`config.mk`:
```
export PLATFORM = sky130hd
export DESIGN_NAME = stepper_homing_sequencer_core
export DESIGN_NICKNAME = d
export VERILOG_FILES = /design/src/hw/rtl/hsq_pkg.sv /design/src/hw/rtl/hsq_cfg.sv /design/src/hw/rtl/hsq_step.sv /design/src/hw/rtl/stepper_homing_sequencer_core.sv
export SDC_FILE = /design/constraint.sdc
export NUM_CORES = 1
export LEC_CHECK = 0
export BUFFER_PORTS_ARGS = -buffer_cell sky130_fd_sc_hd__buf_2
export CAP_MARGIN = 20
export CORE_AREA = 5 5 189 191
export DETAILED_ROUTE_END_ITERATION = 10
export DIE_AREA = 0 0 194 196
export RECOVER_POWER = 100
export REMOVE_ABC_BUFFERS = 1
export SYNTH_ARGS = -nofsm -noshare
export SYNTH_HDL_FRONTEND = slang
export SYNTH_SLANG_ARGS = --single-unit
```
`constraint.sdc`:
```
create_clock -name clk -period 23.5 [get_ports clk]
set_input_delay 3.525 -clock clk [delete_from_list [all_inputs] [get_ports clk]]
set_output_delay 3.525 -clock clk [all_outputs]
set_load 0.05 [all_outputs]
```
`src/hw/rtl/hsq_pkg.sv`:
```
// ----------------------------------------------------------------------------
// hsq_pkg
// Shared types, codes and helpers for the stepper homing sequencer.
// ----------------------------------------------------------------------------
package hsq_pkg;

	// Sequencer phases.
	typedef enum logic [2:0] {
		PH_IDLE    = 3'd0,
		PH_BACKOFF = 3'd1,
		PH_SEEK    = 3'd2,
		PH_OVER    = 3'd3,
		PH_RETURN  = 3'd4
	} phase_t;

	// Configuration register indexes.
	typedef enum logic [1:0] {
		REG_PULSE_PERIOD = 2'd0,
		REG_MIDDLE_STEPS = 2'd1,
		REG_BASE_STEPS   = 2'd2,
		REG_MAX_STEPS    = 2'd3
	} reg_idx_t;

	localparam int CFG_DATA_W = 32;

	// Register reset values.
	localparam logic [19:0] PULSE_PERIOD_RST = 20'd1000;
	localparam logic [15:0] MIDDLE_STEPS_RST = 16'd100;
	localparam logic [15:0] BASE_STEPS_RST   = 16'd0;
	localparam logic [31:0] MAX_STEPS_RST    = 32'd100000;

	// One tick item.
	typedef struct packed {
		logic start_req;
		logic limit_switch;
		logic abort;
	} hsq_in_t;

	// One result item.
	typedef struct packed {
		logic        step_pulse;
		logic        toward_switch;
		logic        busy_res;
		logic        done_res;
		logic        failed;
		logic [15:0] position;
	} hsq_out_t;

	// Current register settings.
	typedef struct packed {
		logic [19:0] pulse_period;
		logic [15:0] middle_steps;
		logic [15:0] base_steps;
		logic [31:0] max_steps;
	} hsq_cfg_t;

	// Sequencer state carried from tick to tick.
	typedef struct packed {
		phase_t      phase;
		logic [19:0] half_timer;
		logic        pulse_level;
		logic [31:0] step_count;
		logic [15:0] home_position;
		logic        fail_flag;
	} hsq_state_t;

	// Half of the pulse period, never less than one tick.
	function automatic logic [19:0] half_len(input logic [19:0] period);
		logic [19:0] h;
		h = {1'b0, period[19:1]};
		return (h != 20'd0) ? h : 20'd1;
	endfunction

endpackage

```
`src/hw/rtl/hsq_cfg.sv`:
```
// ----------------------------------------------------------------------------
// hsq_cfg
// Configuration register file with a plain write port.
// ----------------------------------------------------------------------------
module hsq_cfg (
	input  logic                  clk,
	input  logic                  arst_n,
	input  logic                  cfg_wr_en,
	input  logic [1:0]            cfg_index,
	input  logic [31:0]           cfg_data,
	output hsq_pkg::hsq_cfg_t     cfg
);
	import hsq_pkg::*;

	hsq_cfg_t cfg_q;

	// Registers take the write data at once; all but max_steps keep only their low bits.
	always_ff @(posedge clk or negedge arst_n) begin
		if (!arst_n) begin
			cfg_q.pulse_period <= PULSE_PERIOD_RST;
			cfg_q.middle_steps <= MIDDLE_STEPS_RST;
			cfg_q.base_steps   <= BASE_STEPS_RST;
			cfg_q.max_steps    <= MAX_STEPS_RST;
		end else if (cfg_wr_en) begin
			case (reg_idx_t'(cfg_index))
				REG_PULSE_PERIOD: cfg_q.pulse_period <= cfg_data[19:0];
				REG_MIDDLE_STEPS: cfg_q.middle_steps <= cfg_data[15:0];
				REG_BASE_STEPS:   cfg_q.base_steps   <= cfg_data[15:0];
				REG_MAX_STEPS:    cfg_q.max_steps    <= cfg_data[31:0];
				default: ;
			endcase
		end
	end

	assign cfg = cfg_q;

endmodule

```
`src/hw/rtl/hsq_step.sv`:
```
// ----------------------------------------------------------------------------
// hsq_step
// Next-state and result logic for one tick of the homing sequence.
// ----------------------------------------------------------------------------
module hsq_step (
	input  hsq_pkg::hsq_state_t st,
	input  hsq_pkg::hsq_cfg_t   cfg,
	input  hsq_pkg::hsq_in_t    item,
	output hsq_pkg::hsq_state_t st_next,
	output hsq_pkg::hsq_out_t   res
);
	import hsq_pkg::*;

	hsq_state_t n;
	logic       done;
	logic       dir;
	logic       level;

	// The phase decisions chain within one tick: a phase with nothing left
	// to do hands over to the next one on the same tick.
	always_comb begin
		n     = st;
		done  = 1'b0;
		dir   = 1'b0;
		level = 1'b0;

		if (n.phase == PH_IDLE) begin
			// Start only picks backoff or seek; no pulse yet.
			if (item.start_req) begin
				n.fail_flag     = 1'b0;
				n.step_count    = 32'd0;
				n.home_position = 16'd0;
				n.half_timer    = 20'd0;
				n.pulse_level   = 1'b0;
				n.phase         = (item.limit_switch && cfg.middle_steps != 16'd0)
					? PH_BACKOFF : PH_SEEK;
				dir             = (n.phase == PH_SEEK);
			end
		end else begin
			// Decision point between pulses.
			if (n.half_timer == 20'd0) begin
				if (n.phase == PH_BACKOFF) begin
					if (n.step_count < {16'd0, cfg.middle_steps}) begin
						n.step_count  = n.step_count + 32'd1;
						n.pulse_level = 1'b1;
						n.half_timer  = half_len(cfg.pulse_period);
					end else begin
						n.phase      = PH_SEEK;
						n.step_count = 32'd0;
					end
				end
				if (n.phase == PH_SEEK && n.half_timer == 20'd0) begin
					if (!item.limit_switch) begin
						if (n.step_count != '1) begin
							n.step_count = n.step_count + 32'd1;
						end
						n.pulse_level = 1'b1;
						n.half_timer  = half_len(cfg.pulse_period);
					end else begin
						n.phase      = PH_OVER;
						n.step_count = 32'd0;
					end
				end
				if (n.phase == PH_OVER && n.half_timer == 20'd0) begin
					if (n.step_count < {16'd0, cfg.base_steps}) begin
						n.step_count  = n.step_count + 32'd1;
						n.pulse_level = 1'b1;
						n.half_timer  = half_len(cfg.pulse_period);
					end else begin
						n.phase         = PH_RETURN;
						n.home_position = 16'd0;
					end
				end
				if (n.phase == PH_RETURN && n.half_timer == 20'd0) begin
					if (n.home_position < cfg.middle_steps) begin
						n.pulse_level = 1'b1;
						n.half_timer  = half_len(cfg.pulse_period);
					end else begin
						n.phase = PH_IDLE;
						done    = 1'b1;
					end
				end
			end

			dir   = (n.phase == PH_SEEK || n.phase == PH_OVER);
			level = n.pulse_level;

			// Half-period countdown; the end of a high half closes the pulse.
			if (n.half_timer != 20'd0) begin
				n.half_timer = n.half_timer - 20'd1;
				if (n.half_timer == 20'd0) begin
					if (n.pulse_level) begin
						n.pulse_level = 1'b0;
						n.half_timer  = half_len(cfg.pulse_period);
					end else if (n.phase == PH_SEEK) begin
						if (n.step_count > cfg.max_steps || item.abort) begin
							n.fail_flag = 1'b1;
							n.phase     = PH_IDLE;
							done        = 1'b1;
						end
					end else if (n.phase == PH_RETURN) begin
						n.home_position = n.home_position + 16'd1;
					end
				end
			end

			if (n.phase == PH_IDLE && done && n.fail_flag) begin
				dir = 1'b1;
			end
		end
	end

	assign st_next = n;

	// Result fields for this tick.
	always_comb begin
		res.step_pulse    = level;
		res.toward_switch = dir;
		res.busy_res      = (n.phase != PH_IDLE);
		res.done_res      = done;
		res.failed        = n.fail_flag;
		res.position      = n.home_position;
	end

endmodule

```
`src/hw/rtl/stepper_homing_sequencer_core.sv`:
```
// ----------------------------------------------------------------------------
// stepper_homing_sequencer_core
// Stepper motor homing sequencer driven by one tick item per microsecond.
// ----------------------------------------------------------------------------
// Usage:
//   The input channel carries one tick item (start_req, limit_switch, abort)
//   per microsecond; the output channel returns exactly one result item per
//   tick item: step pin level, direction, busy, done, failed and position.
//   Both channels use valid/stall; an item moves when valid is high and
//   stall is low.
//   The result item appears on the output after its tick item is accepted:
//   the item waits in the input register, then the sequencer logic loads
//   the output register. One item is taken every cycle unless the receiver
//   stalls; the sequencer state advances once per tick item. When the
//   receiver stalls, the output register holds its result, the input
//   register keeps its item, and the input channel stalls in turn. Reset
//   clears the pipeline valids, returns the sequencer to idle and loads the
//   register defaults (period 1000, middle 100, base 0, max 100000). The
//   user keeps cfg port register writes to idle; the block does not check.
// ----------------------------------------------------------------------------
module stepper_homing_sequencer_core (
	input  logic              clk,
	input  logic              arst_n,
	input  logic              in_valid,
	output logic              in_stall,
	input  hsq_pkg::hsq_in_t  in_data,
	output logic              out_valid,
	input  logic              out_stall,
	output hsq_pkg::hsq_out_t out_data,
	input  logic              cfg_wr_en,
	input  logic [1:0]        cfg_index,
	input  logic [31:0]       cfg_data
);
	import hsq_pkg::*;

	hsq_cfg_t   cfg;
	hsq_in_t    in_s1;
	logic       in_vld_s1;
	hsq_out_t   out_s2;
	logic       out_vld_s2;
	hsq_state_t state_q;
	hsq_state_t state_next;
	hsq_out_t   res;
	logic       adv;

	hsq_cfg u_cfg (
		.clk       (clk),
		.arst_n    (arst_n),
		.cfg_wr_en (cfg_wr_en),
		.cfg_index (cfg_index),
		.cfg_data  (cfg_data),
		.cfg       (cfg)
	);

	hsq_step u_step (
		.st      (state_q),
		.cfg     (cfg),
		.item    (in_s1),
		.st_next (state_next),
		.res     (res)
	);

	// The held item is processed when the output register is free or drains.
	assign adv      = in_vld_s1 && (!out_vld_s2 || !out_stall);
	assign in_stall = in_vld_s1 && !adv;

	// Input register.
	always_ff @(posedge clk or negedge arst_n) begin
		if (!arst_n) begin
			in_vld_s1 <= 1'b0;
		end else if (!in_stall) begin
			in_vld_s1 <= in_valid;
		end
	end

	always_ff @(posedge clk) begin
		if (!in_stall && in_valid) begin
			in_s1 <= in_data;
		end
	end

	// Sequencer state advances once per processed item.
	always_ff @(posedge clk or negedge arst_n) begin
		if (!arst_n) begin
			state_q.phase         <= PH_IDLE;
			state_q.half_timer    <= 20'd0;
			state_q.pulse_level   <= 1'b0;
			state_q.step_count    <= 32'd0;
			state_q.home_position <= 16'd0;
			state_q.fail_flag     <= 1'b0;
		end else if (adv) begin
			state_q <= state_next;
		end
	end

	// Output register.
	always_ff @(posedge clk or negedge arst_n) begin
		if (!arst_n) begin
			out_vld_s2 <= 1'b0;
		end else if (adv) begin
			out_vld_s2 <= 1'b1;
		end else if (!out_stall) begin
			out_vld_s2 <= 1'b0;
		end
	end

	always_ff @(posedge clk) begin
		if (adv) begin
			out_s2 <= res;
		end
	end

	assign out_valid = out_vld_s2;
	assign out_data  = out_s2;

endmodule

```
-- Word-level counts from Yosys, hierarchy flattened
Index checks and enable logic that the tools add are counted.
- register bits: 183
- latch bits: 0
- RAM bits: 0
- ROM bits: 0
- output and inout port bits: 23
- memories: 0
- $add $sub $neg: 5
- multipliers: 0
- divide/modulo/power cells: 0
- $lt $le $gt $ge: 4
- equality and inequality tests: 14
- shift-type cells: 0
- mux-type cells: 57
- bitwise logic cells: 0
- reductions and logical operators: 33
- operator list (kind ; count):
    two-way mux 72 bit ; 5
    two-way mux 56 bit ; 6
    two-way mux 73 bit ; 2
    logical NOT 20 bit ; 5
    adder 32 x 1 -> 32 bit (second input constant) ; 3
    two-way mux 24 bit ; 4
    two-way mux 32 bit ; 3
    two-way mux 21 bit ; 4
    two-way mux 17 bit ; 4
    less-than comparator 32 x 16 -> 1 bit ; 2
    two-way mux 53 bit ; 1
    two-way mux 16 bit ; 3
    greater-than comparator 32 bit ; 1
    != test 32 bit (second input constant) ; 1
    two-way mux 3 bit ; 7
    nonzero test 20 bit ; 1
    subtractor 20 x 1 -> 20 bit (second input constant) ; 1
    two-way mux 19 bit ; 1
    nonzero test 19 bit ; 1
    adder 16 x 1 -> 16 bit (second input constant) ; 1
    less-than comparator 16 bit ; 1
    two-way mux 1 bit ; 16
    nonzero test 16 bit ; 1
    equality test 3 x 2 -> 1 bit (second input constant) ; 5
    other kinds (14) ; 34

-- Longest topological paths before layout
- depth in word-level cells: 35
- mapped depth: 63
- gate-level depth less buffers: 55

-- Modules after synthesis
From an unflattened synthesis, not the netlist that was laid out.
- cells, all modules: 1790
- area total of the unflattened synthesis: 15980.3 µm²
- by module, submodules not included (module ; instances ; cells each ; area an instance (µm²) ; seq. area each (µm²)):
    hsq_step ; 1 ; 1425 ; 8997.4 ; 0.0
    stepper_homing_sequencer_core ; 1 ; 186 ; 3836.2 ; 2597.5
    hsq_cfg ; 1 ; 179 ; 3146.8 ; 2120.8

-- Worst setup path before layout
OpenSTA, ideal clock, no wires.
- path kind: register to register
- start: register state_q[32] in the netlist's numbering
- end: register out_s2, in the netlist out_data[7] (data pin)
- setup time: 0.259 ns
- arrival: 11.871 ns
- data required time: 23.241 ns
- setup slack: 11.370 ns
- stages on the path, launching flop included: 59
- period minus slack after synthesis: 12.130 ns
- cells stage by stage: dfrtp_1 -> ha_1 -> nand4_1 -> or3_1 -> or4_1 -> nand3_1 -> nor2_1 -> a22o_1 -> ha_1 -> nor3b_1 -> nand4_1 -> nor4_2 -> buf_4 -> nor2_1 -> nand2_1 -> or3_1 -> nor3_1 -> xnor2_1 -> [... 23 more ...] -> o21ai_0 -> nand2_1 -> or2_2 -> inv_1 -> o2111a_1 -> o21ai_1 -> nand2_1 -> clkbuf_1 -> a21oi_1 -> ha_1 -> o211ai_1 -> nor2_1 -> o22a_1 -> nor4b_4 -> buf_2 -> nand3_2 -> and3_1 -> a211o_1
- RTL lines (element ; line ; text):
    start, declared ; stepper_homing_sequencer_core.sv:41 ; hsq_state_t state_q;
    start signal, assigned ; stepper_homing_sequencer_core.sv:92 ; state_q <= state_next;
    end signal, assigned ; stepper_homing_sequencer_core.sv:109 ; out_s2 <= res;
    end, declared ; stepper_homing_sequencer_core.sv:39 ; hsq_out_t out_s2;

-- Worst setup path after layout
- start: register state_q[31] in the netlist's numbering
- end: register state_q[1] in the netlist's numbering
- longest elaborated chain between the ends: 29
- elaborated cells between the ends (all ways): 52
- those cells by class: add/sub (4); order compare (3); eq/ne (6); mux (31); reduce/logical (8)
- ends and longest elaborated chain (element ; line ; text):
    adder 32 x 1 -> 32 bit or less-than comparator 32 x 16 -> 1 bit (tied branches) ; hsq_step.sv:44, hsq_step.sv:43 ;
    two-way mux 32 bit ; hsq_step.sv:43 ; if (n.step_count < {16'd0, cfg.middle_steps}) begin
    two-way mux 56 bit * ; hsq_step.sv:42 ; if (n.phase == PH_BACKOFF) begin
    two-way mux 56 bit * ; hsq_step.sv:41 ; if (n.half_timer == 20'd0) begin
    two-way mux 56 bit * ; hsq_step.sv:27 ; if (n.phase == PH_IDLE) begin
    adder 32 x 1 -> 32 bit or != test 32 bit (tied branches) ; hsq_step.sv:55, hsq_step.sv:54 ;
    two-way mux 32 bit ; hsq_step.sv:54 ; if (n.step_count != '1) begin
    two-way mux 32 bit ; hsq_step.sv:53 ; if (!item.limit_switch) begin
    [... 9 more ...] ; - ;
    two-way mux 3 bit or logical AND 1 bit (tied branches) ; hsq_step.sv:75, hsq_step.sv:74 ;
    two-way mux 24 bit ; hsq_step.sv:74 ; if (n.phase == PH_RETURN && n.half_timer == 20'd0) begin
    two-way mux 72 bit * ; hsq_step.sv:41 ;
    two-way mux 72 bit * ; hsq_step.sv:27 ;
    parallel branches: the longest is 5 deep, another holds subtractor 20 x 1 -> 20 bit ; - ;
    two-way mux 17 bit * ; hsq_step.sv:89 ; if (n.half_timer != 20'd0) begin
    two-way mux 17 bit * ; hsq_step.sv:27 ;
    two-way mux 73 bit * ; hsq_step.sv:27 ;
Mark *: on every way between the ends. The select of a mux whose other input is x is not followed.
A chain may end at the register's enable or synchronous reset.

==> impl_metrics.py <==
metrics = {
    "sta": {
        "relSlewSlack": -1.32,
        "period_share": 0.779,
        "finalMaxSlewViolations": 286,
        "period_minus_slack_ns": 18.31,
        "rsz0062_at_grt": "false",
        "tightestPinTransition_ns": 3.48,
        "skew_ns": 0.0134,
        "hold_violations": 0,
        "finalSetupViolCount": 0,
        "max_freq_mhz": 54.6,
        "finalSetupTns_ns": 0,
    },
    "worst_setup_path": {
        "max_stage_delay_ns": 2.29,
        "crit_arrival_ns": 18.70,
        "worstReg2RegEnd": "state_q[1]",
        "cp_slowest_cell": "o31ai_1",
        "ff2ff_path_depth": 55,
        "crit_start": "state_q[31]",
        "cp_data_required_time_ns": 23.89,
        "crit_family": "simple AND/OR/NAND/NOR gates",
        "endpoint": "state_q[1]",
        "cp.depth": 55,
        "r2r_setup_slack_ns": 5.19,
        "regToRegStartpoint": "state_q[31]",
        "worstSetupStartpointType": "register",
        "critPathKind": "register to register",
        "cp-end-kind": "register",
        "path_max_fanout": 29,
        "cp.buffers_inverters": 3,
    },
    "power_and_ir_drop": {
        "p_int_mw": 0.710,
        "combPwrFrac": 0.403,
        "p_clk_frac": 0.232,
        "p_switching_mw": 0.566,
        "pwr-share-seq": 0.364,
        "irDropWorstVdd_uv": 58.3,
        "power_density_mw_per_mm2": 79.4,
        "switching_share": 0.443,
        "leakagePower_nw": 6.80,
    },
    "placed_design": {
        "port_buffers": 64,
        "hpwl_um": 39700,
        "place.gp.congestion": 0.981,
    },
    "clock_tree": {
        "path_clk_slew_ns": 0.08,
        "cts_tree": "done",
        "clk_path_buf_depth": 2,
        "clk_latency_ns": 0.46,
        "cts_root_buf": "clkbuf_16",
        "holdBufCountCts": 0,
        "cts_made_buffers": 17,
        "post_cts_resized": 0,
        "cts.htree.levels": 4,
        "cts_sinks": 182,
        "postCtsSetupBuffers": 0,
    },
    "detailed_routing": {
        "ant_nets": 0,
        "drt_first_pass_iters": 5,
        "routedWlPerCell_um": 23.6,
        "drcViolationCount": 0,
        "vias": 14200,
        "drt_wl_total_um": 52900,
        "routed_via_density": 6.32,
        "drt_iter0_drc": 1482,
    },
    "finish": {
        "fill_cells": 3377,
        "drive_above_1_share": 0.125,
        "regArea_mm2": 0.00469,
        "layout.nets": 1902,
        "final_cell_mix": "202 x nand2_1, 143 x dfrtp_1, 115 x nor2_1, 88 x inv_1, 87 x o21ai_0",
        "utilization": 0.473,
        "final_common_cell": "nand2_1",
        "multi_input_area_mm2": 0.00943,
        "area_growth_pct": 7.71,
        "antenna_cells": 0,
    },
    "die": {
        "start_util": 0.439,
        "ios": 65,
        "core_mm2": 0.0339,
        "fp.dieH_um": 196,
        "dieArea_mm2": 0.0380,
        "num_rows": 68,
        "die_width_um": 194,
    },
    "yosys": {
        "synth_top_family_by_area": "simple AND/OR/NAND/NOR gates",
        "synth_seq_area_share": 0.315,
        "netlist_area_mm2": 0.0149,
        "synthSimpleGateAreaFrac": 0.263,
        "yosys_warnings": 0,
        "synthArstFlopShare": 0.868,
        "synth_fa_ha_area_frac": 0.0705,
        "synthFlopType": "dfrtp_1",
        "synth_mux_area_frac": 0.0737,
        "synth-xor-area-share": 0.0323,
        "synthCells": 1770,
        "synth_compound_area_frac": 0.194,
        "ys_types": 98,
        "ys_ff_latch": 182,
        "synth_edf_count": 24,
        "syn_area_per_cell_um2": 8.42,
    },
    "grt": {
        "grt_start_max_net_pins": 79,
        "grt_first_pass_wirelength_um": 81700,
        "antenna_found_initial": 0,
        "grt_pass1_vias": 13500,
        "grt_remaining_overflow": 0,
        "globalRouteTotalUtil": 0.272,
    },
    "flow_run": {
        "drv_cap": 8,
    },
    "status": {
        "violations": "max-capacitance violations, max-slew violations",
        "status": "finished with violations",
    },
    "hold_path": {
        "holdCritPathClass": "register to register",
    },
}
[routing by layer]
metal | routed length (um) | up-vias | track usage
met5 | 0 | - | 0
met4 | 1460 | 0 | 0.0818
met3 | 3980 | 84 | 0.0395
met2 | 23200 | 604 | 0.418
met1 | 24300 | 6908 | 0.400
li1 | - | 6580 | -
[how the worst min path moves through the flow]
stage,start,end,cells after the start
floorplan,state_q[49],state_q[49],2
global placement,in_vld_s1,out_valid,1
detailed placement,in_vld_s1,out_valid,1
CTS,in_vld_s1,out_valid,1
global route,u_cfg.cfg[47],u_cfg.cfg[47],1
finish,in_vld_s1,out_valid,1
[per-stage QoR]
step,area [um2],hold WS [ns],power (mW),worst slack [ns],instances
finish,16100,0.501,1.28,5.19,2244
global route,16100,0.514,1.34,3.95,2244
CTS,16200,0.507,1.28,8.65,2243
detailed placement,15600,0.488,0.980,8.74,2211
global placement,15600,0.482,0.975,9.10,2211
floorplan,14500,0.455,0.794,11.24,1667
[kinds of logic after synthesis]
| group | Yosys count |
|---|---|
| muxes | 99 |
| buffers and inverters | 192 |
| and+or+nand+nor | 742 |
| adders and majority gates | 84 |
| xor gates and xnor gates | 55 |
| DFF | 182 |
| AOI/OAI and AO/OA | 416 |
[sequential cells by signal (all words and copies together), names as in the netlist]
register   flops
u_cfg.cfg     83
state_q       73
out_data      21
in_s1          3
in_vld_s1      1
out_valid      1
[final cells by class]
| cell class | count | area share |
|---|---|---|
| Clock buffer | 18 | 0.0273 |
| Clock inverter | 14 | 0.00857 |
| Inverter | 89 | 0.0208 |
| Multi-Input combinational cell | 1396 | 0.587 |
| Sequential cell | 182 | 0.292 |
| Tap cell | 455 | 0.0354 |
| Timing Repair Buffer | 90 | 0.0283 |
[cell usage after synthesis, types with 13 or more instances]
master	n	area, um2
xnor2_1	36	315
o21a_1	13	97.6
nor3_1	49	245
dfstp_2	15	394
a211oi_1	17	128
o21ai_0	85	425
edfxtp_1	24	721
inv_1	88	330
nand2b_1	27	169
a22o_1	30	263
xor2_1	19	166
nor2b_1	20	125
or4_1	16	120
nand2_1	202	758
mux2i_1	13	130
and2_1	39	244
a21o_1	26	195
dfrtp_1	143	3580
or3_1	24	150
o211ai_1	33	248
mux2_2	86	968
nor2_1	117	439
ha_1	84	1050
nor4_1	42	263
nand3_1	64	320
and3_1	26	163
a31oi_1	24	150
nand4_1	48	300
a21oi_1	69	345
clkbuf_1	78	293
[worst register-to-register path: cells and delay by family, from the launching register on]
family | cells | cell delay (ns)
compound gates | 15 | 5.26
simple gates | 30 | 10.12
buf+inv | 3 | 0.50
mux | 2 | 0.25
fa+ha+maj | 5 | 1.57
flops | 1 | 0.53
[power groups by stage]
stage,clock network (mW),logic [mW],registers (mW)
floorplan,0,0.352,0.442
global placement,0,0.510,0.465
detailed placement,0,0.514,0.466
CTS,0.302,0.517,0.461
global route,0.312,0.561,0.471
finish,0.296,0.514,0.465
Power figures use the tool's default switching activity.
